<file path="config.mk">
export PLATFORM = sky130hd
export DESIGN_NAME = interval_timer_square_wave
export DESIGN_NICKNAME = d
export VERILOG_FILES = /design/src/rtl/core/itsw_pkg.sv /design/src/rtl/core/interval_timer_square_wave.sv /design/src/rtl/core/itsw_channel.sv
export SDC_FILE = /design/constraint.sdc
export NUM_CORES = 1
export LEC_CHECK = 0
export BUFFER_PORTS_ARGS = -buffer_cell sky130_fd_sc_hd__buf_2
export CORE_ASPECT_RATIO = 1.75
export CORE_MARGIN = 3
export CORE_UTILIZATION = 45
export DETAILED_ROUTE_END_ITERATION = 6
export SLEW_MARGIN = 20
export SYNTH_ARGS = -nofsm -noshare
export SYNTH_HDL_FRONTEND = slang
export SYNTH_SLANG_ARGS = --single-unit
export TNS_END_PERCENT = 100
</file>
<file path="constraint.sdc">
create_clock -name i_clk -period 7.3 [get_ports i_clk]
set_input_delay 0.73 -clock i_clk [delete_from_list [all_inputs] [get_ports i_clk]]
set_output_delay 0.73 -clock i_clk [all_outputs]
set_load 0.1 [all_outputs]
</file>
<file path="src/rtl/core/itsw_pkg.sv">
// ----------------------------------------------------------------------------
// itsw_pkg
// Shared types and codes for the three-channel interval timer.
// ----------------------------------------------------------------------------
package itsw_pkg;

    localparam int NUM_CHANNELS = 3;

    localparam logic [1:0] CMD_WRITE = 2'd0;
    localparam logic [1:0] CMD_READ  = 2'd1;
    localparam logic [1:0] CMD_TICK  = 2'd2;

    localparam logic [1:0] PORT_CTRL = 2'd3;

    localparam logic [1:0] ACC_LATCH = 2'd0;
    localparam logic [1:0] ACC_LOW   = 2'd1;
    localparam logic [1:0] ACC_HIGH  = 2'd2;
    localparam logic [1:0] ACC_PAIR  = 2'd3;

    localparam logic [1:0] PTR_LOW         = 2'd0;
    localparam logic [1:0] PTR_HIGH        = 2'd1;
    localparam logic [1:0] PTR_PAIR_FIRST  = 2'd2;
    localparam logic [1:0] PTR_PAIR_SECOND = 2'd3;

    localparam logic [2:0] MODE_SQUARE     = 3'd3;
    localparam logic [2:0] MODE_SQUARE_ALT = 3'd7;

    localparam logic [16:0] FULL_COUNT = 17'h10000;

    typedef struct packed {
        logic       wr_ctrl;
        logic       wr_data;
        logic       tick;
        logic [7:0] data;
    } t_chan_op;

    typedef struct packed {
        logic [7:0] rd_byte;
        logic       lvl;
        logic       lvl_next;
    } t_chan_stat;

endpackage

</file>
<file path="src/rtl/core/interval_timer_square_wave.sv">
// ----------------------------------------------------------------------------
// interval_timer_square_wave
// Three-channel interval timer with bus access and tick commands.
// ----------------------------------------------------------------------------
// Each item passes through an input register, updates the channel state in
// combinational logic and leaves through a result register, so the block takes
// one item per cycle while the downstream side does not stall. Every item
// yields exactly one result: the read byte, the channel 0 rising-edge flag
// and the level of channel 2. A result register that is held by the downstream
// side stops the input register, which in turn stalls the upstream side.
module interval_timer_square_wave (
    input  logic       i_clk,
    input  logic       i_rst_n,
    input  logic       i_valid,
    output logic       o_stall,
    input  logic [1:0] i_command,
    input  logic [1:0] i_port,
    input  logic [7:0] i_write_data,
    output logic       o_valid,
    input  logic       i_stall,
    output logic [7:0] o_read_data,
    output logic       o_irq0,
    output logic       o_timer2_out
);

    localparam int NCH = itsw_pkg::NUM_CHANNELS;

    logic       r_in_vld;
    logic [1:0] r_in_cmd;
    logic [1:0] r_in_port;
    logic [7:0] r_in_data;
    logic       r_out_vld;
    logic [7:0] r_out_rd;
    logic       r_out_irq;
    logic       r_out_t2;

    logic       accept;
    logic       adv;
    logic [7:0] rd_byte;
    logic       irq;
    logic       t2;

    itsw_pkg::t_chan_op   op   [NCH];
    itsw_pkg::t_chan_stat stat [NCH];

    assign o_stall = r_in_vld && r_out_vld && i_stall;
    assign accept  = i_valid && !o_stall;
    assign adv     = r_in_vld && !(r_out_vld && i_stall);

    for (genvar c = 0; c < NCH; c++) begin : g_chan
        always_comb begin
            op[c].data    = r_in_data;
            op[c].tick    = adv && r_in_cmd == itsw_pkg::CMD_TICK;
            op[c].wr_ctrl = adv && r_in_cmd == itsw_pkg::CMD_WRITE &&
                            r_in_port == itsw_pkg::PORT_CTRL && r_in_data[7:6] == 2'(c);
            op[c].wr_data = adv && r_in_cmd == itsw_pkg::CMD_WRITE &&
                            r_in_port == 2'(c);
        end

        itsw_channel u_chan (
            .i_clk   (i_clk),
            .i_rst_n (i_rst_n),
            .i_op    (op[c]),
            .o_stat  (stat[c])
        );
    end

    always_comb begin
        rd_byte = 8'd0;
        t2      = 1'b0;
        for (int c = 0; c < NCH; c++) begin
            if (r_in_cmd == itsw_pkg::CMD_READ && r_in_port == 2'(c)) begin
                rd_byte = stat[c].rd_byte;
            end
            if (c == 2) begin
                t2 = stat[c].lvl_next;
            end
        end
        irq = r_in_cmd == itsw_pkg::CMD_TICK && stat[0].lvl_next && !stat[0].lvl;
    end

    always_ff @(posedge i_clk) begin
        if (!i_rst_n) begin
            r_in_vld <= 1'b0;
        end else if (accept) begin
            r_in_vld <= 1'b1;
        end else if (adv) begin
            r_in_vld <= 1'b0;
        end
    end

    always_ff @(posedge i_clk) begin
        if (accept) begin
            r_in_cmd  <= i_command;
            r_in_port <= i_port;
            r_in_data <= i_write_data;
        end
    end

    always_ff @(posedge i_clk) begin
        if (!i_rst_n) begin
            r_out_vld <= 1'b0;
        end else if (adv) begin
            r_out_vld <= 1'b1;
        end else if (!i_stall) begin
            r_out_vld <= 1'b0;
        end
    end

    always_ff @(posedge i_clk) begin
        if (adv) begin
            r_out_rd  <= rd_byte;
            r_out_irq <= irq;
            r_out_t2  <= t2;
        end
    end

    assign o_valid      = r_out_vld;
    assign o_read_data  = r_out_rd;
    assign o_irq0       = r_out_irq;
    assign o_timer2_out = r_out_t2;

`ifndef SYNTHESIS
    a_irq_only_tick: assert property (@(posedge i_clk) disable iff (!i_rst_n)
        (adv && r_in_cmd != itsw_pkg::CMD_TICK) |=> !r_out_irq)
        else $error("irq0 raised by an item that is not a tick");

    a_read_zero: assert property (@(posedge i_clk) disable iff (!i_rst_n)
        (adv && r_in_cmd != itsw_pkg::CMD_READ) |=> r_out_rd == 8'd0)
        else $error("read byte nonzero for an item that is not a read");

    a_hold_item: assert property (@(posedge i_clk) disable iff (!i_rst_n)
        (r_in_vld && !adv) |=> r_in_vld && $stable(r_in_cmd) && $stable(r_in_data))
        else $error("held input item was lost or changed");

    a_stall_full: assert property (@(posedge i_clk) disable iff (!i_rst_n)
        o_stall |-> r_in_vld && r_out_vld)
        else $error("stall raised with a free stage");
`endif

endmodule

</file>
<file path="src/rtl/core/itsw_channel.sv">
// ----------------------------------------------------------------------------
// itsw_channel
// One timer channel: count loading, phase counting, output level and reads.
// ----------------------------------------------------------------------------
module itsw_channel (
    input  logic                  i_clk,
    input  logic                  i_rst_n,
    input  itsw_pkg::t_chan_op    i_op,
    output itsw_pkg::t_chan_stat  o_stat
);

    logic [16:0] r_init;
    logic [1:0]  r_acc;
    logic [2:0]  r_mode;
    logic [7:0]  r_latch;
    logic        r_run;
    logic        r_lvl;
    logic [16:0] r_phase;
    logic [1:0]  r_ptr;

    logic [16:0] n_init;
    logic [1:0]  n_acc;
    logic [2:0]  n_mode;
    logic [7:0]  n_latch;
    logic        n_run;
    logic        n_lvl;
    logic [16:0] n_phase;
    logic [1:0]  n_ptr;

    logic [15:0] remain;
    logic [16:0] load_cnt;
    logic        load_start;
    logic [1:0]  load_ptr;
    logic [17:0] tick_p;
    logic [17:0] half;
    logic        tick_out;

    assign remain = 16'(r_init - r_phase);

    always_comb begin
        load_cnt   = r_init;
        load_start = 1'b0;
        load_ptr   = r_ptr;
        unique case (r_ptr)
            itsw_pkg::PTR_LOW: begin
                load_cnt   = {9'd0, i_op.data};
                load_start = 1'b1;
            end
            itsw_pkg::PTR_HIGH: begin
                load_cnt   = {1'b0, i_op.data, 8'd0};
                load_start = 1'b1;
            end
            itsw_pkg::PTR_PAIR_FIRST: begin
                load_cnt = {1'b0, r_init[15:8], i_op.data};
                load_ptr = itsw_pkg::PTR_PAIR_SECOND;
            end
            default: begin
                load_cnt   = {1'b0, i_op.data, r_init[7:0]};
                load_ptr   = itsw_pkg::PTR_PAIR_FIRST;
                load_start = 1'b1;
            end
        endcase
        if (load_cnt == 17'd0) begin
            load_cnt = itsw_pkg::FULL_COUNT;
        end
    end

    always_comb begin
        tick_p = {1'b0, r_phase} + 18'd1;
        if (tick_p >= {1'b0, r_init}) begin
            tick_p = 18'd0;
        end
        half     = ({1'b0, r_init} + 18'd1) >> 1;
        tick_out = r_run && (r_mode == itsw_pkg::MODE_SQUARE ||
                             r_mode == itsw_pkg::MODE_SQUARE_ALT) && (tick_p < half);
    end

    always_comb begin
        n_init  = r_init;
        n_acc   = r_acc;
        n_mode  = r_mode;
        n_latch = r_latch;
        n_run   = r_run;
        n_lvl   = r_lvl;
        n_phase = r_phase;
        n_ptr   = r_ptr;
        if (i_op.wr_ctrl) begin
            n_acc  = i_op.data[5:4];
            n_mode = i_op.data[3:1];
            unique case (i_op.data[5:4])
                itsw_pkg::ACC_LATCH: n_latch = remain[7:0];
                itsw_pkg::ACC_LOW:   n_ptr   = itsw_pkg::PTR_LOW;
                itsw_pkg::ACC_HIGH:  n_ptr   = itsw_pkg::PTR_HIGH;
                default:             n_ptr   = itsw_pkg::PTR_PAIR_FIRST;
            endcase
            if (i_op.data[5:4] != itsw_pkg::ACC_LATCH) begin
                n_run = 1'b0;
            end
        end else if (i_op.wr_data) begin
            n_init = load_cnt;
            n_ptr  = load_ptr;
            if (load_start) begin
                n_run   = 1'b1;
                n_phase = 17'd0;
            end
        end else if (i_op.tick) begin
            n_lvl = tick_out;
            if (r_run) begin
                n_phase = tick_p[16:0];
            end
        end
    end

    always_ff @(posedge i_clk) begin
        if (!i_rst_n) begin
            r_init  <= '0;
            r_acc   <= '0;
            r_mode  <= '0;
            r_latch <= '0;
            r_run   <= 1'b0;
            r_lvl   <= 1'b0;
            r_phase <= '0;
            r_ptr   <= itsw_pkg::PTR_LOW;
        end else begin
            r_init  <= n_init;
            r_acc   <= n_acc;
            r_mode  <= n_mode;
            r_latch <= n_latch;
            r_run   <= n_run;
            r_lvl   <= n_lvl;
            r_phase <= n_phase;
            r_ptr   <= n_ptr;
        end
    end

    always_comb begin
        case (r_acc)
            itsw_pkg::ACC_LATCH: o_stat.rd_byte = r_latch;
            itsw_pkg::ACC_HIGH:  o_stat.rd_byte = remain[15:8];
            default:             o_stat.rd_byte = remain[7:0];
        endcase
        o_stat.lvl      = r_lvl;
        o_stat.lvl_next = n_lvl;
    end

`ifndef SYNTHESIS
    a_phase_range: assert property (@(posedge i_clk) disable iff (!i_rst_n)
        !r_phase[16])
        else $error("phase left the 16-bit range");

    a_stop_on_access: assert property (@(posedge i_clk) disable iff (!i_rst_n)
        (i_op.wr_ctrl && i_op.data[5:4] != itsw_pkg::ACC_LATCH) |=> !r_run)
        else $error("channel kept running after an access mode write");

    a_stopped_low: assert property (@(posedge i_clk) disable iff (!i_rst_n)
        (i_op.tick && !r_run) |=> !r_lvl)
        else $error("stopped channel drove a high level");
`endif

endmodule

</file>
==> flow_metrics.py, run 1 <==
metrics = {
    "critical_path": {
        "critical_path_class": "reg2reg",
        "worstPathArrival_ps": 5920,
        "crit_fanout": 19,
        "start_kind": "flip-flop",
        "crit_required_ps": 7600,
        "end_kind": "flip-flop",
    },
    "clocking": {
        "clkLatencyLatePin_ps": 460,
        "clock_sinks": 171,
        "cts_made_buffers": 17,
        "cts_tree": "built",
        "cts_max_path_buffers": 2,
        "clock-root-buffer": "clkbuf_16",
        "post_cts_resized": 0,
        "hold_buffers": 0,
        "cts_setup_buffers": 0,
        "htreeDepth": 4,
        "clk_pin_slew_ps": 70,
    },
    "place": {
        "io_buffers": 27,
        "dp.cells": 1980,
        "post-dp-hpwl_um": 31800,
        "gp_congestion": 0.907,
        "dp_slack_ps": 1770,
    },
    "floorplanning": {
        "die_w_um": 135,
        "num_rows": 81,
        "ios": 28,
        "start_util": 0.461,
        "core_um2": 28300,
        "die_h_um": 231,
        "die_area_um2": 31100,
    },
    "timing": {
        "fmax_mhz": 178,
        "setup_slack_ps": 1680,
        "fin_crit_sh": 0.770,
        "rsz0062_at_grt": "no",
        "final-hold-violation-count": 0,
        "tightest_slew_ps": 1070,
        "setup_violations": 0,
        "layout_min_cycle_time_ps": 5620,
        "finalSetupTns_ps": 0,
        "drv_slew": 0,
        "skew_ps": 14.5,
        "max_slew_margin": 0.281,
    },
    "global_route": {
        "grt_pass1_wl_um": 64400,
        "grt_pass1_vias": 12000,
        "grt_max_degree": 75,
        "grt_overflow": 0,
        "antenna_found_initial": 0,
        "grtUsageTotal": 0.263,
    },
    "power": {
        "leakage_nw": 5.31,
        "powerDensity_nw_per_um2": 145,
        "total_power_mw": 2.03,
        "irDropWorstVdd_mv": 0.162,
    },
    "run": {
        "maxCapViolCount": 0,
    },
    "logic_synthesis": {
        "synth_cell_types": 83,
        "synth-compound-area-share": 0.223,
        "netlist_area_um2": 13000,
        "yosys_most_used_dff": "dfxtp_1",
        "yosys.area_share.xor_xnor": 0.0672,
        "synth_area_per_cell_um2": 7.98,
        "synth_top_family_by_area": "simple AND/OR/NAND/NOR gates",
        "synth_warnings": 0,
        "synth.net_count": 1789,
        "muxShareOfSynthArea": 0.0149,
        "synth_edf_count": 22,
        "async_reset_ff_frac": 0,
        "ys_ff_latch": 171,
        "synth.yosys.seq_area_share": 0.279,
        "synthCells": 1635,
        "synth_fa_ha_area_frac": 0.134,
        "synthSimpleGateAreaFrac": 0.224,
    },
    "finish": {
        "nets": 1780,
        "areaGrowthSynthToFinish_pct": 7.71,
        "drive_gt1_frac": 0.0659,
        "utilization": 0.497,
        "n_fill_cell": 2795,
        "antenna_cells": 0,
        "fin_cells": 2012,
    },
    "detailed_routing": {
        "detail_route.first_pass.iterations": 5,
        "ant_nets": 0,
        "drtIter0Drc": 737,
        "viasPerCell": 6.00,
        "wl_per_cell_um": 20.3,
        "totalWireLength_um": 40800,
        "remaining_drc_errors": 0,
        "vias": 12100,
    },
    "min_path": {
        "min_path_type": "in2reg",
    },
    "run_status": {
        "status": "complete, no violations",
    },
}
[power by group]
group	internal, mW	total (mW)	switching, mW
combinational	0.0336	0.125	0.0913
sequential	0.961	0.981	0.0201
clock	0.483	0.925	0.442
[metal layers]
metal / vias up / share of wire / global-route usage
met5: - / 0 / 0
met4: 0 / 0.056 / 0.141
met3: 126 / 0.033 / 0.0367
met2: 276 / 0.54 / 0.503
met1: 5767 / 0.37 / 0.270
li1: 5910 / - / -
[area by class of cell]
type | count | area, um2 | area share
clock inverters | 15 | 159 | 0.0113
inverters | 131 | 494 | 0.0352
flip-flops and latches | 171 | 3640 | 0.259
multi-input cells | 1268 | 8650 | 0.616
clock buffers | 17 | 425 | 0.0303
repair buffers | 37 | 210 | 0.0150
well taps | 373 | 467 | 0.0332
[Yosys cell counts (5+ instances only)]
| library cell | number | area (um2) |
|---|---|---|
| nand4b_1 | 5 | 43.8 |
| a22oi_1 | 43 | 323 |
| or3_1 | 18 | 113 |
| nand4_1 | 26 | 163 |
| clkbuf_1 | 56 | 210 |
| a32o_1 | 12 | 120 |
| a221o_1 | 5 | 50.1 |
| or4_1 | 7 | 52.6 |
| nor3_1 | 41 | 205 |
| a32oi_1 | 18 | 158 |
| a21o_1 | 28 | 210 |
| nor2b_1 | 26 | 163 |
| o2111ai_1 | 9 | 78.8 |
| a211oi_1 | 16 | 120 |
| o22ai_1 | 6 | 37.5 |
| and2_1 | 22 | 138 |
| ha_1 | 135 | 1690 |
| nand3b_1 | 6 | 45.0 |
| dfxtp_1 | 149 | 2980 |
| nand2b_1 | 13 | 81.3 |
| xor2_1 | 23 | 201 |
| inv_1 | 129 | 484 |
| nor2_1 | 172 | 646 |
| o211a_1 | 5 | 50.1 |
| o211ai_1 | 15 | 113 |
| a31o_2 | 8 | 70.1 |
| or2_2 | 8 | 50.1 |
| and3_1 | 17 | 106 |
| mux2i_1 | 16 | 160 |
| a31oi_1 | 14 | 87.6 |
| nand2_1 | 126 | 473 |
| o21ai_0 | 51 | 255 |
| o31a_1 | 6 | 52.6 |
| o21a_1 | 17 | 128 |
| nor4_1 | 15 | 93.8 |
| edfxtp_1 | 22 | 661 |
| xnor2_1 | 77 | 674 |
| buf_2 | 7 | 35.0 |
| a21oi_1 | 119 | 596 |
| o31ai_1 | 5 | 37.5 |
| nand3_1 | 67 | 335 |
[registers in the layout (all words and copies together), names as in the netlist]
signal                 cells
g_chan.u_chan.r_init      51
g_chan.u_chan.r_phase     51
g_chan.u_chan.r_latch     24
o_read_data                8
r_in_data                  8
g_chan.u_chan.r_acc        6
g_chan.u_chan.r_ptr        6
g_chan.u_chan.r_mode       4
g_chan.u_chan.r_run        3
g_chan.u_chan.r_lvl        2
r_in_cmd                   2
r_in_port                  2
o_irq0                     1
o_timer2_out               1
o_valid                    1
r_in_vld                   1
[per-stage QoR]
step	instance area, um2	hold WS, ps
after detailed placement	13500	443
after global placement	13500	438
after global routing	14000	430
final	14000	441
after CTS	14000	425
after floorplan	13000	432
[logic make-up (layout without fill, tap and decap cells)]
family | count (synthesis) | count (layout)
AOI/OAI and AO/OA | 420 | 420
adders and majority gates | 138 | 138
DFF | 171 | 171
muxes | 19 | 19
and+or+nand+nor | 591 | 591
xor gates and xnor gates | 100 | 100
buffers and inverters | 196 | 200
[worst paths after layout]
check,from,endpoint,slack (ps),depth (start not counted)
max,g_chan[0].u_chan.r_phase[0],o_irq0,1680,18
min,i_write_data[0],r_in_data[0],440,1
max reg2reg,g_chan[0].u_chan.r_phase[0],o_irq0,1680,18
min reg2reg,g_chan[0].u_chan.r_latch[2],g_chan[0].u_chan.r_latch[2],450,2
[cells in the final DEF, fill, tap and decap left out, types with 14 or more instances in the layout]
master | netlist | final
dfxtp_1 | 149 | 149
a31oi_1 | 14 | 14
edfxtp_1 | 22 | 22
nor2b_1 | 26 | 26
and3_1 | 17 | 17
a211oi_1 | 16 | 16
clkbuf_16 | 0 | 17
ha_1 | 135 | 135
mux2i_1 | 16 | 16
a22oi_1 | 43 | 43
nand2_1 | 126 | 126
nor3_1 | 41 | 41
nand4_1 | 26 | 26
o211ai_1 | 15 | 15
and2_1 | 22 | 22
or3_1 | 18 | 18
inv_1 | 129 | 129
a21oi_1 | 119 | 119
a32oi_1 | 18 | 18
buf_2 | 7 | 27
xnor2_1 | 77 | 77
o21ai_0 | 51 | 51
o21a_1 | 17 | 17
xor2_1 | 23 | 23
nand3_1 | 67 | 67
nor4_1 | 15 | 15
a21o_1 | 28 | 28
nor2_1 | 172 | 171
[worst max-delay path: stages (launching register included)]
cell,delay [ps]
dfxtp_1,520
ha_1,320
nand3_1,200
nor2_1,280
nand3_1,260
nor3_1,280
xor2_1,250
ha_1,300
nand4_1,80
nor2_1,60
a221o_1,320
a211o_1,300
a31oi_2,390
buf_4,320
and2_1,200
ha_1,250
a2111oi_0,780
nand3_1,160
o21ai_0,180
Note: power is estimated with default switching activity, not from simulation.
==> inputs of run 2 (changes only) <==
clock period = 5.1 ns   (was 7.3 ns; I/O delays follow)
==> run 2 against run 1 <==
  * Die area unchanged
  * Global-route usage is 0.42 points higher
  * Via count grew 1.6%
  * Clock power up 44%
  * Highest routed layer unchanged
  * Sequential cell count is the same
  * Non-clock buffer count grew 12
  * Clock skew is 4.7 ps lower
  * Critical endpoint is now o_timer2_out
  * Combinational power up 47%
  * Total power up 44%
  * Fmax up 17%
  * Routed wire length rose by 2.5%
  * First-iteration DRC count rose by 1.5%
==> flow_metrics.py, run 2 (synthesis results as in run 1) <==
metrics = {
    "finish": {
        "fin_cells": 2024,
        "nets": 1792,
        "areaGrowthSynthToFinish_pct": 8.75,
        "drive_gt1_frac": 0.0769,
        "layout_common_cells": "nor2_1, dfxtp_1, ha_1",
        "reg_top3": "g_chan.u_chan.r_init (51), g_chan.u_chan.r_phase (51), g_chan.u_chan.r_latch (24)",
        "utilization": 0.502,
        "layout_commonest_cell": "nor2_1",
        "fin_area_um2": 14200,
        "antenna_cells": 0,
    },
    "global_route": {
        "grt_pass1_wl_um": 65100,
        "grt_max_degree": 71,
        "grt_pass1_vias": 12100,
        "grtUsageTotal": 0.267,
        "antenna_found_initial": 0,
        "grt_overflow": 0,
    },
    "floorplanning": {
        "ios": 28,
        "die_w_um": 135,
        "start_util": 0.461,
        "num_rows": 81,
        "die_h_um": 231,
        "die_area_um2": 31100,
        "core_um2": 28300,
    },
    "critical_path": {
        "worstPathArrival_ps": 5010,
        "end_kind": "flip-flop",
        "start_kind": "flip-flop",
        "crit_required_ps": 5300,
        "crit_fanout": 7,
        "critical_path_class": "reg2reg",
        "r2r_slack_ps": 290,
    },
    "timing": {
        "fin_crit_sh": 0.944,
        "skew_ps": 9.81,
        "max_slew_margin": 0.326,
        "fmax_mhz": 208,
        "setup_slack_ps": 287,
        "drv_slew": 0,
        "worst_hold_slack_ps": 231,
        "layout_min_cycle_time_ps": 4810,
        "setup_violations": 0,
        "tightest_slew_ps": 1010,
        "final-hold-violation-count": 0,
        "finalSetupTns_ps": 0,
    },
    "power": {
        "switching_share": 0.274,
        "total_power_mw": 2.92,
        "internal_power_mw": 2.12,
        "leakage_nw": 5.41,
        "irDropWorstVdd_mv": 0.241,
        "power.switching_uw": 799,
        "powerDensity_nw_per_um2": 206,
        "p_seq_frac": 0.480,
        "pwr-share-clk": 0.457,
        "combPwrFrac": 0.063,
    },
    "detailed_routing": {
        "wl_per_cell_um": 20.6,
        "viasPerCell": 6.07,
        "ant_nets": 0,
        "drtIter0Drc": 748,
        "totalWireLength_um": 41800,
        "remaining_drc_errors": 0,
        "vias": 12300,
        "detail_route.first_pass.iterations": 6,
    },
    "place": {
        "dp_slack_ps": 234,
        "dp.cells": 1991,
        "gp_congestion": 0.965,
        "placed_area_um2": 13500,
        "post-dp-hpwl_um": 32400,
        "io_buffers": 27,
    },
    "clocking": {
        "clock_sinks": 171,
        "cts_made_buffers": 17,
        "cts_max_path_buffers": 2,
        "clk_pin_slew_ps": 70,
        "hold_buffers": 0,
        "clock-root-buffer": "clkbuf_16",
        "htreeDepth": 4,
        "clkLatencyLatePin_ps": 450,
        "cts_tree": "built",
    },
    "min_path": {
        "min_path_type": "in2reg",
    },
    "run_status": {
        "status": "complete, no violations",
    },
    "run": {
        "maxCapViolCount": 0,
    },
}
run 2: worst max-delay path, cell delays in order (launching register included):
cell       delay (ps)
dfxtp_1           410
nand2_1           130
nor4_2            330
and2_2            270
nand3_1           170
nor3_1            230
xor2_1            280
ha_1              310
a211oi_1          230
o2111ai_1         140
a311o_1           440
buf_4             180
nor2b_1           150
ha_1              170
nand4_1           250
nor4_2            400
a21oi_1           100
and3_1            190
o221ai_1           90
nand2_1            80
run 2: final cells by class:
| class | count | area [um2] |
|---|---|---|
| inverters | 131 | 494 |
| flip-flops and latches | 171 | 3650 |
| repair buffers | 49 | 304 |
| well taps | 373 | 467 |
| clock inverters | 14 | 151 |
| clock buffers | 18 | 429 |
| multi-input cells | 1268 | 8690 |
| fillers | 2735 | 14100 |
run 2: final timing paths:
kind,startpoint,to,depth (start not counted)
worst max register to register,g_chan[2].u_chan.r_phase[2],o_timer2_out,19
worst min register to register,g_chan[0].u_chan.r_latch[2],g_chan[0].u_chan.r_latch[2],2
worst min-delay path,i_write_data[7],r_in_data[7],1
worst max-delay path,g_chan[2].u_chan.r_phase[2],o_timer2_out,19
run 2: power by group through the flow:
stage	sequential, mW	clock (mW)	combinational (mW)
5_1_grt	1.40	1.40	0.196
2_1_floorplan	1.44	0	0.108
3_5_place_dp	1.43	0	0.182
4_1_cts	1.40	1.35	0.183
6_report	1.40	1.33	0.184
3_3_place_gp	1.43	0	0.181
run 2: what timing repair did:
item | in CTS | in global routing
setup endpoints to repair | 0 | 4
gates resized for setup | 0 | 13
setup buffers | 0 | 1
run 2: layer usage:
metal	global-route usage	wire length [um]
met2	0.508	22300
met5	0	0
met1	0.268	15100
met4	0.166	2790
met3	0.0376	1530
